**config.mk**
```make
export PLATFORM = sky130hd
export DESIGN_NAME = csc_divider
export DESIGN_NICKNAME = d
export VERILOG_FILES = /design/src/hdl/climate_sensor_compensation_defines.svh /design/src/hdl/csc_pkg.sv /design/src/hdl/csc_divider.sv
export SDC_FILE = /design/constraint.sdc
export NUM_CORES = 1
export LEC_CHECK = 0
export BUFFER_PORTS_ARGS = -buffer_cell sky130_fd_sc_hd__buf_4
export CAP_MARGIN = 20
export CORE_MARGIN = 4
export CORE_UTILIZATION = 46
export CTS_BUF_LIST = sky130_fd_sc_hd__clkbuf_8
export CTS_CLUSTER_SIZE = 40
export DETAILED_ROUTE_END_ITERATION = 8
export GPL_TIMING_DRIVEN = 0
export HOLD_SLACK_MARGIN = 0.02
export PLACE_DENSITY = 0.71
export SYNTH_ARGS = -nofsm -noshare
export SYNTH_HDL_FRONTEND = slang
export SYNTH_SLANG_ARGS = --single-unit
```
**constraint.sdc**
```tcl
create_clock -name clk -period 6.8 [get_ports clk]
set_clock_uncertainty 0.1 [all_clocks]
set_input_delay 1.36 -clock clk [delete_from_list [all_inputs] [get_ports clk]]
set_output_delay 1.36 -clock clk [all_outputs]
set_load 0.02 [all_outputs]
```
**src/hdl/climate_sensor_compensation_defines.svh**
```systemverilog
// Assertion macros for the climate sensor compensation block.
// Used by the top level only; holds nothing but macro definitions.
`ifndef CLIMATE_SENSOR_COMPENSATION_DEFINES_SVH
`define CLIMATE_SENSOR_COMPENSATION_DEFINES_SVH
// Implication checked on every clock edge outside reset.
`define CSC_ASSERT_IMP(label, clk, rst_n, pre, post) \
	label: assert property (@(posedge clk) disable iff (!rst_n) (pre) |-> (post)) \
		else $error("assertion failed");
// Next-cycle implication checked outside reset.
`define CSC_ASSERT_NXT(label, clk, rst_n, pre, post) \
	label: assert property (@(posedge clk) disable iff (!rst_n) (pre) |=> (post)) \
		else $error("assertion failed");
`endif

```
**src/hdl/csc_pkg.sv**
```systemverilog
// Package for the climate sensor compensation block: payload structs,
// status codes, register indexes and constants. No dependencies.
package csc_pkg;
	typedef struct packed {
		logic [1:0]  mode;
		logic [23:0] raw_temperature;
		logic [23:0] raw_pressure;
		logic [15:0] raw_humidity;
	} csc_in_t;

	typedef struct packed {
		logic signed [32:0] reading;
		logic [2:0]         status;
	} csc_out_t;

	localparam logic [2:0] ST_OK       = 3'd0;
	localparam logic [2:0] ST_T_OFF    = 3'd1;
	localparam logic [2:0] ST_P_OFF    = 3'd2;
	localparam logic [2:0] ST_H_OFF    = 3'd3;
	localparam logic [2:0] ST_DIV_ZERO = 3'd4;

	localparam logic [2:0] REG_TEMP  = 3'd0;
	localparam logic [2:0] REG_PA    = 3'd1;
	localparam logic [2:0] REG_PB    = 3'd2;
	localparam logic [2:0] REG_PC    = 3'd3;
	localparam logic [2:0] REG_HUM   = 3'd4;

	localparam logic [1:0] MODE_PRESS = 2'd1;
	localparam logic [1:0] MODE_HUM   = 2'd2;

	localparam logic [23:0] RAW_OFF24 = 24'h800000;
	localparam logic [15:0] RAW_OFF16 = 16'h8000;

	// Request and response structs for the 64-bit divider handshake.
	typedef struct packed {
		logic        start;
		logic [63:0] num;
		logic [63:0] den;
	} csc_div_req_t;

	typedef struct packed {
		logic        done;
		logic [63:0] quo;
	} csc_div_rsp_t;
endpackage

```
**src/hdl/csc_divider.sv**
```systemverilog
// Iterative signed 64-bit divider, one quotient bit a cycle, truncating.
// Depends on csc_pkg for the request and response structs.
module csc_divider (
	input  logic                  clk,
	input  logic                  arst_n,
	input  csc_pkg::csc_div_req_t req,
	output csc_pkg::csc_div_rsp_t rsp
);
	import csc_pkg::*;

	logic        busy_q;
	logic [6:0]  cnt_q;
	logic [63:0] rem_q;
	logic [63:0] quo_q;
	logic [63:0] den_q;
	logic        neg_q;
	logic        done_q;
	logic [64:0] trial;

	assign trial = {rem_q, quo_q[63]} - {1'b0, den_q};

	always_ff @(posedge clk or negedge arst_n) begin
		if (!arst_n) begin
			busy_q <= 1'b0;
			done_q <= 1'b0;
			cnt_q  <= '0;
		end else begin
			done_q <= 1'b0;
			if (req.start) begin
				busy_q <= 1'b1;
				cnt_q  <= 7'd64;
			end else if (busy_q) begin
				cnt_q <= cnt_q - 7'd1;
				if (cnt_q == 7'd1) begin
					busy_q <= 1'b0;
					done_q <= 1'b1;
				end
			end
		end
	end

	always_ff @(posedge clk) begin
		if (req.start) begin
			rem_q <= '0;
			quo_q <= req.num[63] ? 64'd0 - req.num : req.num;
			den_q <= req.den[63] ? 64'd0 - req.den : req.den;
			neg_q <= req.num[63] ^ req.den[63];
		end else if (busy_q) begin
			if (!trial[64]) begin
				rem_q <= trial[63:0];
				quo_q <= {quo_q[62:0], 1'b1};
			end else begin
				rem_q <= {rem_q[62:0], quo_q[63]};
				quo_q <= {quo_q[62:0], 1'b0};
			end
		end
	end

	assign rsp.done = done_q;
	assign rsp.quo  = neg_q ? 64'd0 - quo_q : quo_q;
endmodule

```
==> run_results.csv <==
group,metric,value,unit
min_path,hold_path_cells,2,
critical_path,timing.critical_path.max_delay_family,"simple AND/OR/NAND/NOR gates",
route,detail_route.drc_violations,0,
logic_synthesis,post_syn_area_per_cell,8.470,µm²
logic_synthesis,synth.top_cell.area_share,0.2453,
power_and_ir_drop,p_per_area,225.4,mW/mm²
sta,max_clock_freq,160.6,MHz
cells_and_area,area_growth,17.99,%
clock_network,cts.repair_timing.setup_buffer_count,0,
floorplan,fp.dieH,193.3,µm
floorplan,die_width,193.3,µm
logic_synthesis,yosysWarningCount,0,
sta,finalHoldViolCount,0,
clock_network,tritoncts,"built",
global_route,largest_net_degree_at_the_start_of_global_routing,67,
place,half_perimeter_wire_length_after_placement,39.15,mm
critical_path,setup.worst_path.class,"flip-flop to output port",
route,routed_wl,50.81,mm
critical_path,crit_path_frequent_cell,"sky130_fd_sc_hd__buf_2",
power_and_ir_drop,total_leakage_power,0.007461,µW
route,post_drt_via_cell_ratio,5.910,
sta,min_period,6227,ps
cells_and_area,finish.net_count,2299,
clock_network,clock_path_buffers,3,
floorplan,initial_utilization,0.4685,
cells_and_area,post_layout_nonfiller_instances,2576,
clock_network,clk-insertion-delay-late,560,ps
power_and_ir_drop,power.ir.vdd_worst,0.1413,mV
cells_and_area,final-seq-area,0.005380,mm²
critical_path,critPathBufInv,4,
logic_synthesis,synth_enable_flop_cells,129,
logic_synthesis,ys_async_sr_fraction,0.04455,
critical_path,crit_path_required_time,5340,ps
critical_path,critical_path_cell_list,"or4_4 -> or4_1 -> or2_1 -> or3_4 -> or2_1 -> buf_2 -> or3_1 -> buf_2 -> or3_1 -> buf_2 -> or2_4 -> o31ai_4 -> xnor2_1 -> buf_4",
global_route,track_usage,0.2580,
cells_and_area,combined_area_of_the_multi_input_logic_cells,0.009609,mm²
logic_synthesis,synth.ff_latch_count,202,
global_route,grt_antenna_before_repair,0,
place,numPortBuffers,193,
logic_synthesis,synthTopCellsByArea,"sky130_fd_sc_hd__edfxtp_1, sky130_fd_sc_hd__xnor2_1, sky130_fd_sc_hd__dfxtp_1, sky130_fd_sc_hd__ha_1, sky130_fd_sc_hd__xor2_1",
critical_path,critical_path_arrival,4770,ps
floorplan,rows,67,
logic_synthesis,synth_area_leader_cell,"sky130_fd_sc_hd__edfxtp_1",
floorplan,pin_count,196,
critical_path,max_stage_delay,580,ps
cells_and_area,post_route_cells_drive_above_1_share,0.1302,
min_path,min_path_type,"flip-flop to flip-flop",
outcome,outcome,"finished clean",
logic_synthesis,synth.cell_area,0.01579,mm²
route,vias,15220,
sta,setup_repair_after_global_routing_missed_its_margin,"no",
logic_synthesis,synth-main-ff-cell,"sky130_fd_sc_hd__edfxtp_1",
critical_path,critical_path.max_fanout,8,
critical_path,crit_path_start_kind,"flip-flop",
clock_network,cts.sinks,202,
route,drt_first_iter_violations,1334,
clock_network,cts.htree.levels,2,
global_route,wire_length_of_the_first_global_routing_pass,79.42,mm
logic_synthesis,syn_inst,1864,
floorplan,core-area,0.03370,mm²
sta,worst_slew_pin_slew,1109,ps
critical_path,r2r.worst_path.cells,15,
critical_path,end_kind,"output port",
logic_synthesis,synth_cell_type_count,67,
clock_network,postcts_resize_cnt,0,
sta,setup_viol_count_final,0,
logic_synthesis,synth.most_common_cell,"sky130_fd_sc_hd__nor2_1",
cells_and_area,n_antenna_cell,0,
cells_and_area,fillerInstances,3226,
global_route,global_route.overflow_total,0,
critical_path,critical_path.slowest_cell,"sky130_fd_sc_hd__or4_4",
sta,final_min_period_over_clock_period,0.9158,
clock_network,path_clk_slew,60,ps
place,routabilityCongestion,0.9438,
logic_synthesis,ys_top_cells_by_count,"sky130_fd_sc_hd__nor2_1, sky130_fd_sc_hd__xnor2_1, sky130_fd_sc_hd__a21oi_1",
clock_network,hold_bufs_inserted_after_cts,0,
route,detailedRoute.firstPassIterationCount,5,
logic_synthesis,syn_nets,2065,
route,drt.antenna.violating_nets,0,
critical_path,cp_num_cells,14,
floorplan,dieArea,0.03735,mm²
logic_synthesis,share_of_synthesized_area_occupied_by_flip_flops_and_latches,0.3408,
clock_network,clockRootBuffer,"sky130_fd_sc_hd__clkbuf_8",
job,cap_violations,0,
sta,drv_slew,0,
clock_network,cts_made_buffers,38,
sta,tns,0,ps
global_route,vias_in_the_first_global_route,14820,
place,post-place-cells,2506,
sta,slew-limit-headroom,0.2604,
route,route.detailed.wl_per_inst,19.73,µm
[metal layers]
metal  share of wire  vias to the layer above  wire (µm)  track usage
met2            0.47                      620      23940       0.4373
li1                -                     7270          -            -
met1            0.42                     7225      21530       0.3372
met5               0                        -          0            0
met4           0.032                        0       1603      0.08340
met3           0.073                      108       3733      0.04349
[worst register-to-register path, stage by stage (launching register included)]
cell and delay [ps]:
sky130_fd_sc_hd__edfxtp_1 460, sky130_fd_sc_hd__inv_1 70, sky130_fd_sc_hd__ha_1 230, sky130_fd_sc_hd__fa_1 420, sky130_fd_sc_hd__nand2b_1 180, sky130_fd_sc_hd__a21o_1 200, sky130_fd_sc_hd__a211oi_1 280, sky130_fd_sc_hd__o311ai_0 330
sky130_fd_sc_hd__a21boi_0 510, sky130_fd_sc_hd__o211ai_1 190, sky130_fd_sc_hd__nand3_1 180, sky130_fd_sc_hd__and3_1 190, sky130_fd_sc_hd__clkbuf_1 210, sky130_fd_sc_hd__clkbuf_1 670, sky130_fd_sc_hd__o2111ai_1 330, sky130_fd_sc_hd__a311oi_1 330
[report_power, final]
part,internal (µW),total (µW),switching (µW)
logic,525,1320,794
registers,1470,1590,122
clock network,726,1290,559
total,2720,4200,1480
[kinds of logic after synthesis]
kind of cell    Yosys count  share of synthesized area
mux                      36                    0.02282
flops                   202                     0.3408
fa+ha+maj                70                    0.05595
compound gates          544                     0.2231
buf+inv                 210                    0.05064
xor+xnor                243                     0.1348
simple gates            559                     0.1720
[worst paths after layout]
check | startpoint | to | slack, ps
max reg2reg | quo_q[63]$_DFFE_PP_ | rem_q[44]$_SDFFE_PP0P_ | 1840
min | rem_q[2]$_SDFFE_PP0P_ | rem_q[2]$_SDFFE_PP0P_ | 390
min in group asynchronous | arst_n | done_q$_DFF_PN0_ | 520
max | quo_q[15]$_DFFE_PP_ | rsp[63] | 570
max in group asynchronous | arst_n | cnt_q[3]$_DFFE_PN0P_ | 5930
min reg2reg | rem_q[2]$_SDFFE_PP0P_ | rem_q[2]$_SDFFE_PP0P_ | 390
[state kept, by name, indices dropped and copies added, names as in the netlist]
signal	flops
rem_q	64
cnt_q	7
quo_q	64
neg_q	1
busy_q	1
den_q	64
done_q	1
[area by class of cell]
| class | instances | area share |
|---|---|---|
| repair buffers | 194 | 0.07885 |
| inverters | 103 | 0.02075 |
| clock inverters | 28 | 0.01249 |
| clock buffers | 42 | 0.03103 |
| multi-input cells | 1452 | 0.5158 |
| flip-flops and latches | 202 | 0.2888 |
| well taps | 448 | 0.03009 |
| plain buffers | 107 | 0.02216 |
[metrics by stage]
stage | hold slack, ps | power (µW) | setup WS (ps) | util | cell area (µm²)
floorplan | 352.6 | 2424 | 1480 | - | 15790
global placement | 377.8 | 2899 | 1159 | 0.5281 | 17800
detailed placement | 383.1 | 2922 | 1147 | 0.5287 | 17820
CTS | 391.6 | 4212 | 544.4 | 0.5528 | 18630
global route | 420.6 | 4424 | 378.7 | 0.5528 | 18630
finish | 385.6 | 4198 | 572.7 | 0.5528 | 18630
[placed cells by master (no fill, tap or decap), types with 35 or more instances in the layout]
master and count:
sky130_fd_sc_hd__buf_4 195, sky130_fd_sc_hd__nand3_1 40, sky130_fd_sc_hd__a21o_1 40, sky130_fd_sc_hd__ha_1 69, sky130_fd_sc_hd__dfxtp_1 64, sky130_fd_sc_hd__nand2_1 139, sky130_fd_sc_hd__a21oi_1 146, sky130_fd_sc_hd__o31ai_1 62
sky130_fd_sc_hd__mux2i_1 36, sky130_fd_sc_hd__inv_1 114, sky130_fd_sc_hd__xor2_1 90, sky130_fd_sc_hd__xnor2_1 153, sky130_fd_sc_hd__clkbuf_1 100, sky130_fd_sc_hd__clkbuf_8 42, sky130_fd_sc_hd__edfxtp_1 129, sky130_fd_sc_hd__nor2_1 172
sky130_fd_sc_hd__o21ai_0 126, sky130_fd_sc_hd__a211oi_1 35
(Power assumes the default switching activity.)
